[src/design/rsk_pkg.sv]
package rsk_pkg;

  localparam int MAX_RECORDS = 16;
  localparam int CNT_W       = $clog2(MAX_RECORDS + 1);
  localparam int PASS_W      = $clog2(MAX_RECORDS);
  localparam int TAG_W       = 8;
  localparam int SCORE_W     = 10;
  localparam int KEY_W       = SCORE_W + 2;
  localparam int SEL_W       = 2;

  // sort key selections
  localparam logic [SEL_W-1:0] SEL_FIRST  = 2'd0;
  localparam logic [SEL_W-1:0] SEL_SECOND = 2'd1;
  localparam logic [SEL_W-1:0] SEL_THIRD  = 2'd2;
  localparam logic [SEL_W-1:0] SEL_SUM    = 2'd3;

  // cell commands
  localparam logic [1:0] CMD_HOLD  = 2'd0;
  localparam logic [1:0] CMD_LOAD  = 2'd1;
  localparam logic [1:0] CMD_SORT  = 2'd2;
  localparam logic [1:0] CMD_SHIFT = 2'd3;

  typedef struct packed {
    logic [TAG_W-1:0]   record_tag;
    logic [SCORE_W-1:0] score_first;
    logic [SCORE_W-1:0] score_second;
    logic [SCORE_W-1:0] score_third;
    logic               final_record;
  } in_rec_t;

  typedef struct packed {
    logic [TAG_W-1:0]   out_tag;
    logic [SCORE_W-1:0] out_first;
    logic [SCORE_W-1:0] out_second;
    logic [SCORE_W-1:0] out_third;
    logic               out_last;
    logic               overflow;
  } out_rec_t;

  typedef struct packed {
    logic [TAG_W-1:0]   tag;
    logic [SCORE_W-1:0] s1;
    logic [SCORE_W-1:0] s2;
    logic [SCORE_W-1:0] s3;
  } rec_t;

  typedef struct packed {
    logic [1:0]       cmd;
    logic [SEL_W-1:0] sort_key;
  } cell_ctl_t;

  function automatic logic [KEY_W-1:0] key_of(input rec_t r, input logic [SEL_W-1:0] sel);
    logic [KEY_W-1:0] k;
    begin
      unique case (sel)
        SEL_FIRST:  k = KEY_W'(r.s1);
        SEL_SECOND: k = KEY_W'(r.s2);
        SEL_THIRD:  k = KEY_W'(r.s3);
        SEL_SUM:    k = KEY_W'(r.s1) + KEY_W'(r.s2) + KEY_W'(r.s3);
        default:    k = KEY_W'(r.s1);
      endcase
      return k;
    end
  endfunction

endpackage

[src/design/rsk_cell.sv]
module rsk_cell (
  input  logic                clk,
  input  rsk_pkg::cell_ctl_t  ctl,
  input  logic                load_en,
  input  rsk_pkg::rec_t       load_rec,
  input  logic                pair_left,
  input  logic                pair_right,
  input  rsk_pkg::rec_t       left_rec,
  input  rsk_pkg::rec_t       right_rec,
  output rsk_pkg::rec_t       rec_q
);

  rsk_pkg::rec_t rec_r;
  rsk_pkg::rec_t rec_nxt;
  logic [rsk_pkg::KEY_W-1:0] own_key;
  logic [rsk_pkg::KEY_W-1:0] left_key;
  logic [rsk_pkg::KEY_W-1:0] right_key;

  assign own_key   = rsk_pkg::key_of(rec_r, ctl.sort_key);
  assign left_key  = rsk_pkg::key_of(left_rec, ctl.sort_key);
  assign right_key = rsk_pkg::key_of(right_rec, ctl.sort_key);

  // exchange only on strictly smaller key ahead, which keeps equal keys in order
  always_comb begin
    rec_nxt = rec_r;
    unique case (ctl.cmd)
      rsk_pkg::CMD_LOAD: begin
        if (load_en) rec_nxt = load_rec;
      end
      rsk_pkg::CMD_SORT: begin
        if (pair_left && (own_key < right_key)) begin
          rec_nxt = right_rec;
        end else if (pair_right && (left_key < own_key)) begin
          rec_nxt = left_rec;
        end
      end
      rsk_pkg::CMD_SHIFT: rec_nxt = right_rec;
      default:            rec_nxt = rec_r;
    endcase
  end

  always_ff @(posedge clk) begin
    rec_r <= rec_nxt;
  end

  assign rec_q = rec_r;

endmodule

[src/design/record_sort_by_key.sv]
// Stable descending record sorter.
// Input channel (in_valid, in_stall, in_data): one record per request. A record
// marked final_record closes the set; in_stall then stays high until the sorted
// run has been handed to the output register.
// Result channel (out_valid, out_stall, out_data): the stored records in
// descending order of the selected key, equal keys in arrival order, out_last
// on the final one and overflow on every result of a set that lost records.
// Config channel (cfg_valid, cfg_ready, cfg_data): sort_key, always ready.
// Records load at one per cycle into a chain of MAX_RECORDS cells. After the
// final record the chain runs MAX_RECORDS odd-even exchange passes (one per
// cycle), then drains one record per cycle from the head cell whenever the
// output register is empty or out_stall is low.
// When out_stall is high and a result is held, the output register keeps it and
// the drain pauses. Records beyond MAX_RECORDS are dropped.
// Synchronous reset clears the record count, the dropped flag, sort_key and the
// output valid; no clearing pass is needed.
module record_sort_by_key (
  input  logic                   clk,
  input  logic                   rst_n,
  input  logic                   in_valid,
  output logic                   in_stall,
  input  rsk_pkg::in_rec_t       in_data,
  output logic                   out_valid,
  input  logic                   out_stall,
  output rsk_pkg::out_rec_t      out_data,
  input  logic                   cfg_valid,
  output logic                   cfg_ready,
  input  logic [rsk_pkg::SEL_W-1:0] cfg_data
);

  localparam logic [1:0] ST_LOAD  = 2'd0;
  localparam logic [1:0] ST_SORT  = 2'd1;
  localparam logic [1:0] ST_DRAIN = 2'd2;

  logic [1:0]                  state_r, state_nxt;
  logic [rsk_pkg::CNT_W-1:0]   count_r, count_nxt;
  logic [rsk_pkg::PASS_W-1:0]  pass_r, pass_nxt;
  logic                        dropped_r, dropped_nxt;
  logic [rsk_pkg::SEL_W-1:0]   sort_key_r;
  logic                        out_valid_r, out_valid_nxt;
  rsk_pkg::out_rec_t           out_data_r, out_data_nxt;

  rsk_pkg::cell_ctl_t          ctl;
  rsk_pkg::rec_t               load_rec;
  rsk_pkg::rec_t               cell_rec [rsk_pkg::MAX_RECORDS];
  logic                        in_accept;
  logic                        store_ok;
  logic                        emit;

  assign cfg_ready = 1'b1;
  assign in_stall  = (state_r != ST_LOAD);
  assign in_accept = in_valid && !in_stall;
  assign store_ok  = (count_r < rsk_pkg::CNT_W'(rsk_pkg::MAX_RECORDS));
  assign emit      = (state_r == ST_DRAIN) && (count_r != '0) && (!out_valid_r || !out_stall);

  assign load_rec.tag = in_data.record_tag;
  assign load_rec.s1  = in_data.score_first;
  assign load_rec.s2  = in_data.score_second;
  assign load_rec.s3  = in_data.score_third;

  always_comb begin
    ctl.sort_key = sort_key_r;
    if (in_accept && store_ok) begin
      ctl.cmd = rsk_pkg::CMD_LOAD;
    end else if (state_r == ST_SORT) begin
      ctl.cmd = rsk_pkg::CMD_SORT;
    end else if (emit) begin
      ctl.cmd = rsk_pkg::CMD_SHIFT;
    end else begin
      ctl.cmd = rsk_pkg::CMD_HOLD;
    end
  end

  for (genvar i = 0; i < rsk_pkg::MAX_RECORDS; i++) begin : g_cell
    localparam logic PAR_L = 1'(i % 2);
    localparam logic PAR_R = 1'((i + 1) % 2);
    logic          pair_left;
    logic          pair_right;
    rsk_pkg::rec_t left_rec;
    rsk_pkg::rec_t right_rec;

    // pairs start at even cells on even passes, at odd cells on odd passes
    assign pair_left  = (pass_r[0] == PAR_L) &&
                        (count_r > rsk_pkg::CNT_W'(i + 1));
    assign pair_right = (i > 0) && (pass_r[0] == PAR_R) &&
                        (count_r > rsk_pkg::CNT_W'(i));

    if (i == 0) begin : g_head
      assign left_rec = cell_rec[i];
    end else begin : g_body
      assign left_rec = cell_rec[i-1];
    end
    if (i == rsk_pkg::MAX_RECORDS - 1) begin : g_tail
      assign right_rec = cell_rec[i];
    end else begin : g_inner
      assign right_rec = cell_rec[i+1];
    end

    rsk_cell u_cell (
      .clk        (clk),
      .ctl        (ctl),
      .load_en    (count_r == rsk_pkg::CNT_W'(i)),
      .load_rec   (load_rec),
      .pair_left  (pair_left),
      .pair_right (pair_right),
      .left_rec   (left_rec),
      .right_rec  (right_rec),
      .rec_q      (cell_rec[i])
    );
  end

  always_comb begin
    state_nxt     = state_r;
    count_nxt     = count_r;
    pass_nxt      = pass_r;
    dropped_nxt   = dropped_r;
    out_valid_nxt = out_valid_r;
    out_data_nxt  = out_data_r;

    if (out_valid_r && !out_stall) out_valid_nxt = 1'b0;

    unique case (state_r)
      ST_LOAD: begin
        if (in_accept) begin
          if (store_ok) begin
            count_nxt = count_r + 1'b1;
          end else begin
            dropped_nxt = 1'b1;
          end
          if (in_data.final_record) begin
            state_nxt = ST_SORT;
            pass_nxt  = '0;
          end
        end
      end
      ST_SORT: begin
        pass_nxt = pass_r + 1'b1;
        if (pass_r == rsk_pkg::PASS_W'(rsk_pkg::MAX_RECORDS - 1)) state_nxt = ST_DRAIN;
      end
      ST_DRAIN: begin
        if (emit) begin
          out_valid_nxt           = 1'b1;
          out_data_nxt.out_tag    = cell_rec[0].tag;
          out_data_nxt.out_first  = cell_rec[0].s1;
          out_data_nxt.out_second = cell_rec[0].s2;
          out_data_nxt.out_third  = cell_rec[0].s3;
          out_data_nxt.out_last   = (count_r == rsk_pkg::CNT_W'(1));
          out_data_nxt.overflow   = dropped_r;
          count_nxt               = count_r - 1'b1;
          if (count_r == rsk_pkg::CNT_W'(1)) begin
            state_nxt   = ST_LOAD;
            dropped_nxt = 1'b0;
          end
        end
      end
      default: state_nxt = ST_LOAD;
    endcase
  end

  always_ff @(posedge clk) begin
    if (!rst_n) begin
      state_r     <= ST_LOAD;
      count_r     <= '0;
      pass_r      <= '0;
      dropped_r   <= 1'b0;
      sort_key_r  <= rsk_pkg::SEL_FIRST;
      out_valid_r <= 1'b0;
    end else begin
      state_r     <= state_nxt;
      count_r     <= count_nxt;
      pass_r      <= pass_nxt;
      dropped_r   <= dropped_nxt;
      out_valid_r <= out_valid_nxt;
      if (cfg_valid && cfg_ready) sort_key_r <= cfg_data;
    end
  end

  always_ff @(posedge clk) begin
    out_data_r <= out_data_nxt;
  end

  assign out_valid = out_valid_r;
  assign out_data  = out_data_r;

endmodule

[config.mk]
export PLATFORM = sky130hd
export DESIGN_NAME = record_sort_by_key
export DESIGN_NICKNAME = d
export VERILOG_FILES = /design/src/design/rsk_pkg.sv /design/src/design/rsk_cell.sv /design/src/design/record_sort_by_key.sv
export SDC_FILE = /design/constraint.sdc
export NUM_CORES = 2
export LEC_CHECK = 0
export ABC_AREA = 1
export BUFFER_PORTS_ARGS = -buffer_cell sky130_fd_sc_hd__buf_2
export CAP_MARGIN = 0
export CELL_PAD_IN_SITES_DETAIL_PLACEMENT = 0
export CELL_PAD_IN_SITES_GLOBAL_PLACEMENT = 1
export CORE_ASPECT_RATIO = 1.75
export CORE_MARGIN = 4
export CORE_UTILIZATION = 40
export CTS_CLUSTER_DIAMETER = 80
export CTS_CLUSTER_SIZE = 20
export DETAILED_ROUTE_END_ITERATION = 8
export PLACE_DENSITY = 0.76
export RECOVER_POWER = 25
export SLEW_MARGIN = 20
export SYNTH_ARGS = -nofsm -noshare
export SYNTH_HDL_FRONTEND = slang
export SYNTH_SLANG_ARGS = --single-unit
[constraint.sdc]
create_clock -name clk -period 14.65 [get_ports clk]
set_input_delay 2.93 -clock clk [delete_from_list [all_inputs] [get_ports clk]]
set_output_delay 2.93 -clock clk [all_outputs]
set_load 0.005 [all_outputs]
# Yosys cells after proc, flatten, opt, wreduce, memory -nomap -nowiden
# Index checks and enable logic that the tools add are counted.
# totals
wordCells	383
output_inout_bits	43
in_bits	46
register_bits	663
# op_classes
n_reduce_logical	71
bitwise_logic	1
order_cmp	33
eq_ne	64
n_mux	103
n_addsub	35
# op_table
op	n
$mux 38	47
$pmux 38 s3	15
$pmux 12 s4	16
$add 12x10->12	16
$lt 12x12->1	16
$add 10x10->11	16
$pmux 38 s2	1
$reduce_and 3->1	16
$ne 3x1->1 const B	14
$eq 5x4->1 const B	8
$gt 5x4->1 const B	8
$ne 2x1->1 const B	20
$logic_and 1x1->1	37
$eq 5x3->1 const B	4
$gt 5x3->1 const B	4
$mux 2	8
$mux 5	3
$ne 2x2->1 const B	6
$eq 2x2->1 const B	5
$eq 5x2->1 const B	2
$gt 5x2->1 const B	2
$pmux 5 s2	1
$reduce_and 5->1	2
$mux 4	2
23 further kinds	38

# Depth between registers and ports, before layout
# depth
word_depth	9
ltp_mapped	33
mapped_depth_nobuf	32

# Modules after synthesis
# Synthesis repeated with hierarchy kept, for this count alone.
# hier_totals
hier_cells	14717
area_unflattened_um2	97156.9
# modules_own_cells
module	seq_area_each_um2	n_inst	area_per_inst_um2	cells_per_inst
rsk_cell at g_cell[3].u_cell ...	1141.1	6	5984.5	907
rsk_cell at g_cell[0].u_cell ...	1141.1	4	5853.1	906
rsk_cell at g_cell[14].u_cell ...	1141.1	2	5993.2	905
rsk_cell at g_cell[1].u_cell ...	1141.1	2	5840.6	905
rsk_cell at g_cell[12].u_cell	1141.1	1	5896.9	899
rsk_cell at g_cell[9].u_cell	1141.1	1	5836.8	901
record_sort_by_key	1501.4	1	2436.1	231

# Worst setup path before layout
# OpenSTA, ideal clock, no wires.
# synth_timing
path_kind	reg2reg
from	register g_cell[15].u_cell.rec_r, in the netlist g_cell[15].u_cell.rec_q[22]
to	register g_cell[15].u_cell.rec_r, in the netlist g_cell[15].u_cell.rec_q[0], enable pin
stages_incl_launch_ff	26
synth_period_minus_slack_ns	6.665
n_path_buf	1
setup_slack_ns	7.985
required_ns	14.203
arrival_time_ns	6.218
setup_time_ns	0.447
path_cell_list	edfxtp_1 -> ha_1 -> inv_1 -> o21bai_1 -> a21oi_1 -> o21bai_1 -> xnor2_1 -> inv_1 -> ha_1 -> a21oi_1 -> inv_1 -> a31oi_1 -> nor2_1 -> o21ai_0 -> nand2_1 -> a21oi_1 -> o21ai_0 -> xnor2_1 -> nand2_1 -> ha_1 -> nand4_1 -> inv_1 -> a2111oi_2 -> nand3_2 -> buf_2 -> o22ai_1
# synth_via
elab_chain_cells	7
word_cells_on_any_way	10
cone_classes	add/sub: 2; order compare: 2; eq/ne: 2; mux: 1; reduce/logical: 3
# synth_lines
element	line_no	rtl
from (decl)	rsk_cell.sv:13	rsk_pkg::rec_t rec_r;
from (signal assigned)	rsk_cell.sv:43	rec_r <= rec_nxt;
$add 10x10->11	rsk_pkg.sv:59	SEL_SUM: k = KEY_W'(r.s1) + KEY_W'(r.s2) + KEY_W'(r.s3);
$add 12x10->12	rsk_pkg.sv:59	
$pmux 12 s4 (*)	rsk_pkg.sv:55	unique case (sel)
$lt 12x12->1, on equally long branches	rsk_cell.sv:31, rsk_cell.sv:33	
$logic_and 1x1->1, on equally long branches	rsk_cell.sv:31, rsk_cell.sv:33	
$ne 2x2->1 (no source line) / $ne 2x1->1 (equally long branches)	--	
$reduce_and 4->1 (no source line) (*)	--	
# Mark *: on every way between the ends. The rest lies on a longest branch, timed or not.
# A chain may end at the register's enable or synchronous reset.

==> metrics.md <==
| Metric | Value |
|---|---|
| Run status | complete, but fails checks |
| Failing checks | max-capacitance violations, max-slew violations |
| M2 GR Usage | 0.561 |
| Syn_nets | 8664 |
| Grt peak-use layer | met2 |
| Critical path required time | approximately 15 ns |
| Die ar. | ~0.15 sq mm |
| Minimum clock period after layout | 9.26 ns |
| Setup slack, reg-to-reg | 6.38 ns |
| DR iter-0 viols | 4424 |
| Largest net degree at the start of global routing | 120 |
| Top-area cell type share of the netlist area | 0.330 |
| Ports | 89 |
| Async set-reset flop share out of synthesis | 0 |
| Sum Neg Setup Slack | 0 ns |
| Register area share after synthesis | 0.335 |
| PostCTS Resize Cnt | 0 |
| Fmax | roughly 110 MHz |
| Post-CTS Setup Inserts | 0 |
| Yosys top cell by area | edfxtp_1 |
| Synth Warn # | 0 |
| Initial Util | 0.402 |
| RePlAce Congestion | 0.953 |
| Final instance area | 0.0621 sq mm |
| Synth Area in Compound Gates | 0.190 |
| DP Area | ~0.061 sq mm |
| Synth Flop Type | edfxtp_1 |
| Crit end category | register |
| Crit path kind | in2reg |
| DIE HEIGHT | 516 um |
| Post-synth cell types | 57 |
| Post-synth EDFFs | between 600 and 700 |
| Mean Syn Cell Area | ~7.3 sq um |
| Setup-failing EPs final | 0 |
| Clock root buffer master | clkbuf_16 |
| Proportion of layout cells with a drive suffix above 1 | 0.0322 |
| #FFs+latches synth | 663 |
| Max Fanout on Critical Path | 50 |
| CTS tree | done |
| Width of the die | approximately 300 um |
| RSZ-0062 raised after global routing | no |
| TritonCTS Sinks | between 600 and 700 |
| Adder-Cell Fraction of Synth Area | 0.124 |
| Remaining DRCs | 0 |
| Synth Area in Simple Gates | 0.210 |
| H-tree depth | 2 |
| Post-DP HPWL | around 180000 um |
| Routed via count | around 56000 |
| Gate Count Post-Synth | 8055 |
| First-pass GRT wire length | ~340000 um |
| Slew HR | -1.28 |
| Routed Antenna Nets | 0 |
| Drt total wl | approximately 230000 um |
| Drt first pass iters | 7 |
| Post-Synth XOR/XNOR Area | 0.0186 |
| Crit path launch type | input port |
| Top cells by area, synth | edfxtp_1 33%, ha_1 11%, nand2_1 10% |
| Hold_buf cts | 0 |
| Overflow after GRT | 0 |
| Worst-path clk slew | approximately 0.09 ns |
| Antenna violations before repair | 3 |
| Routed vias/inst | 5.69 |
| Tightest Hold Check Type | reg2reg |
| Port bufs | between 80 and 90 |
| Max-capacitance violation count | 7 |
| Reg area | approximately 0.02 sq mm |
| CORE AREA | 0.147 sq mm |
| Crit path DAT | 9.68 ns |
| GRT Total Usage | 0.292 |
| Slew @ Worst Pin | 3.42 ns |
| CTS Buffer Depth | 3 |
| Area growth syn-to-layout | 5.40% |
| Mapped Area | approximately 0.06 sq mm |
| Max Slew Vio Count | 344 |
| Worst Clk Skew | 0.0258 ns |
| Period utilization | 0.632 |
| Nets@finish | 8479 |
| Vias in the first global route | between 50000 and 60000 |
| Main combinational cell family by area after synthesis | simple AND/OR/NAND/NOR gates |
| Clock Latency Late Sink | ~0.67 ns |
| Met3 Use GR | 0.0240 |
| Post-synthesis mux area share | 0 |
| Final count of hold timing violations | 0 |
| M1 GR Usage | 0.289 |
| Fillers | about 15000 |
| Drt wl/cell | ~24 um |
| TritonCTS buffer count | between 40 and 50 |
| Multi-input logic area | approximately 0.032 sq mm |
| Num rows | around 190 |
==> worst max-delay path: stages <==
cell        delay [ns]
buf_2             0.10
a21oi_1           0.23
clkinvlp_2        1.74
nand2_1           0.85
clkinvlp_2        0.79
clkbuf_1          1.22
nand2_1           1.20
o21ai_0           0.25
o21bai_1          0.22
==> flip-flops by register name, indices dropped and copies added (netlist names) <==
signal and flops:
count_r 5, sort_key_r 2, out_data 40, dropped_r 1
out_valid 1, pass_r 4, g_cell.u_cell.rec_q 608, state_r 2
==> placed cells by master (no fill, tap or decap), types with 5 or more instances in the layout <==
| master | count |
|---|---|
| a211oi_1 | 15 |
| a21o_1 | 26 |
| a21oi_1 | 531 |
| a221oi_1 | 13 |
| a22oi_1 | 95 |
| a31oi_1 | 29 |
| buf_2 | 13 |
| buf_4 | 85 |
| clkbuf_1 | 85 |
| clkbuf_16 | 48 |
| clkinv_1 | 5 |
| dfxtp_1 | 13 |
| edfxtp_1 | 648 |
| fa_1 | 32 |
| ha_1 | 531 |
| inv_1 | 1420 |
| inv_8 | 5 |
| nand2_1 | 1655 |
| nand2_2 | 11 |
| nand3_1 | 895 |
| nand3b_1 | 8 |
| nand4_1 | 39 |
| nor2_1 | 206 |
| nor3_1 | 25 |
| o211ai_1 | 135 |
| o21a_1 | 24 |
| o21ai_0 | 866 |
| o21ai_1 | 40 |
| o21bai_1 | 140 |
| o221ai_1 | 9 |
| o31ai_1 | 9 |
| or2_2 | 39 |
| xnor2_1 | 76 |
| xor2_1 | 49 |
==> layer usage <==
| metal | up-vias | wire length [um] |
|---|---|---|
| li1 | 26600 | - |
| met2 | 2020 | 121000 |
| met1 | 26300 | 78100 |
| met5 | - | 0 |
| met4 | 0 | 21500 |
| met3 | 699 | 10400 |
==> metrics by stage <==
step	utilization	setup slack, ns	cells	hold slack, ns
after floorplan	-	7.99	8055	0.409
after global placement	0.415	7.67	9703	0.424
after detailed placement	0.415	7.56	9703	0.423
after CTS	0.425	7.55	9780	0.446
after global routing	0.424	5.15	9781	0.459
final	0.424	5.39	9781	0.443
==> synth_stat cells (all sizes together), types with 76 or more instances <==
| master | n |
|---|---|
| edfxtp | 648 |
| a22oi | 95 |
| nand2 | 1667 |
| ha | 531 |
| nand3 | 896 |
| nor2 | 211 |
| a21oi | 532 |
| o21ai | 906 |
| inv | 1430 |
| o21bai | 140 |
| clkbuf | 229 |
| o211ai | 135 |
| buf | 184 |
| xnor2 | 76 |
==> final cells by class <==
cell class	count	share of cell area
flip-flops and latches	663	0.318
clock buffers	55	0.0201
diodes	1	0.0000403
inverters	1431	0.0867
clock inverters	22	0.00441
repair buffers	181	0.0171
well taps	1880	0.0379
multi-input cells	5548	0.516
==> path summary, 6_finish.rpt <==
path | from | end | cells past startpoint
setup / recovery | out_stall | g_cell[6].u_cell.rec_q[20] | 9
hold / removal | dropped_r | out_data[0] | 0
setup reg to reg | count_r[0] | g_cell[6].u_cell.rec_q[20] | 12
hold reg to reg | dropped_r | out_data[0] | 0
==> cell families after synthesis <==
logic type,Yosys count
other,1
AOI/OAI and AO/OA,1964
and+or+nand+nor,2895
adders and majority gates,563
buffers and inverters,1844
DFF,663
xor gates and xnor gates,125
Power is not shown: default switching activity piles up to over one toggle a cycle in this logic, so the estimate is an artifact.
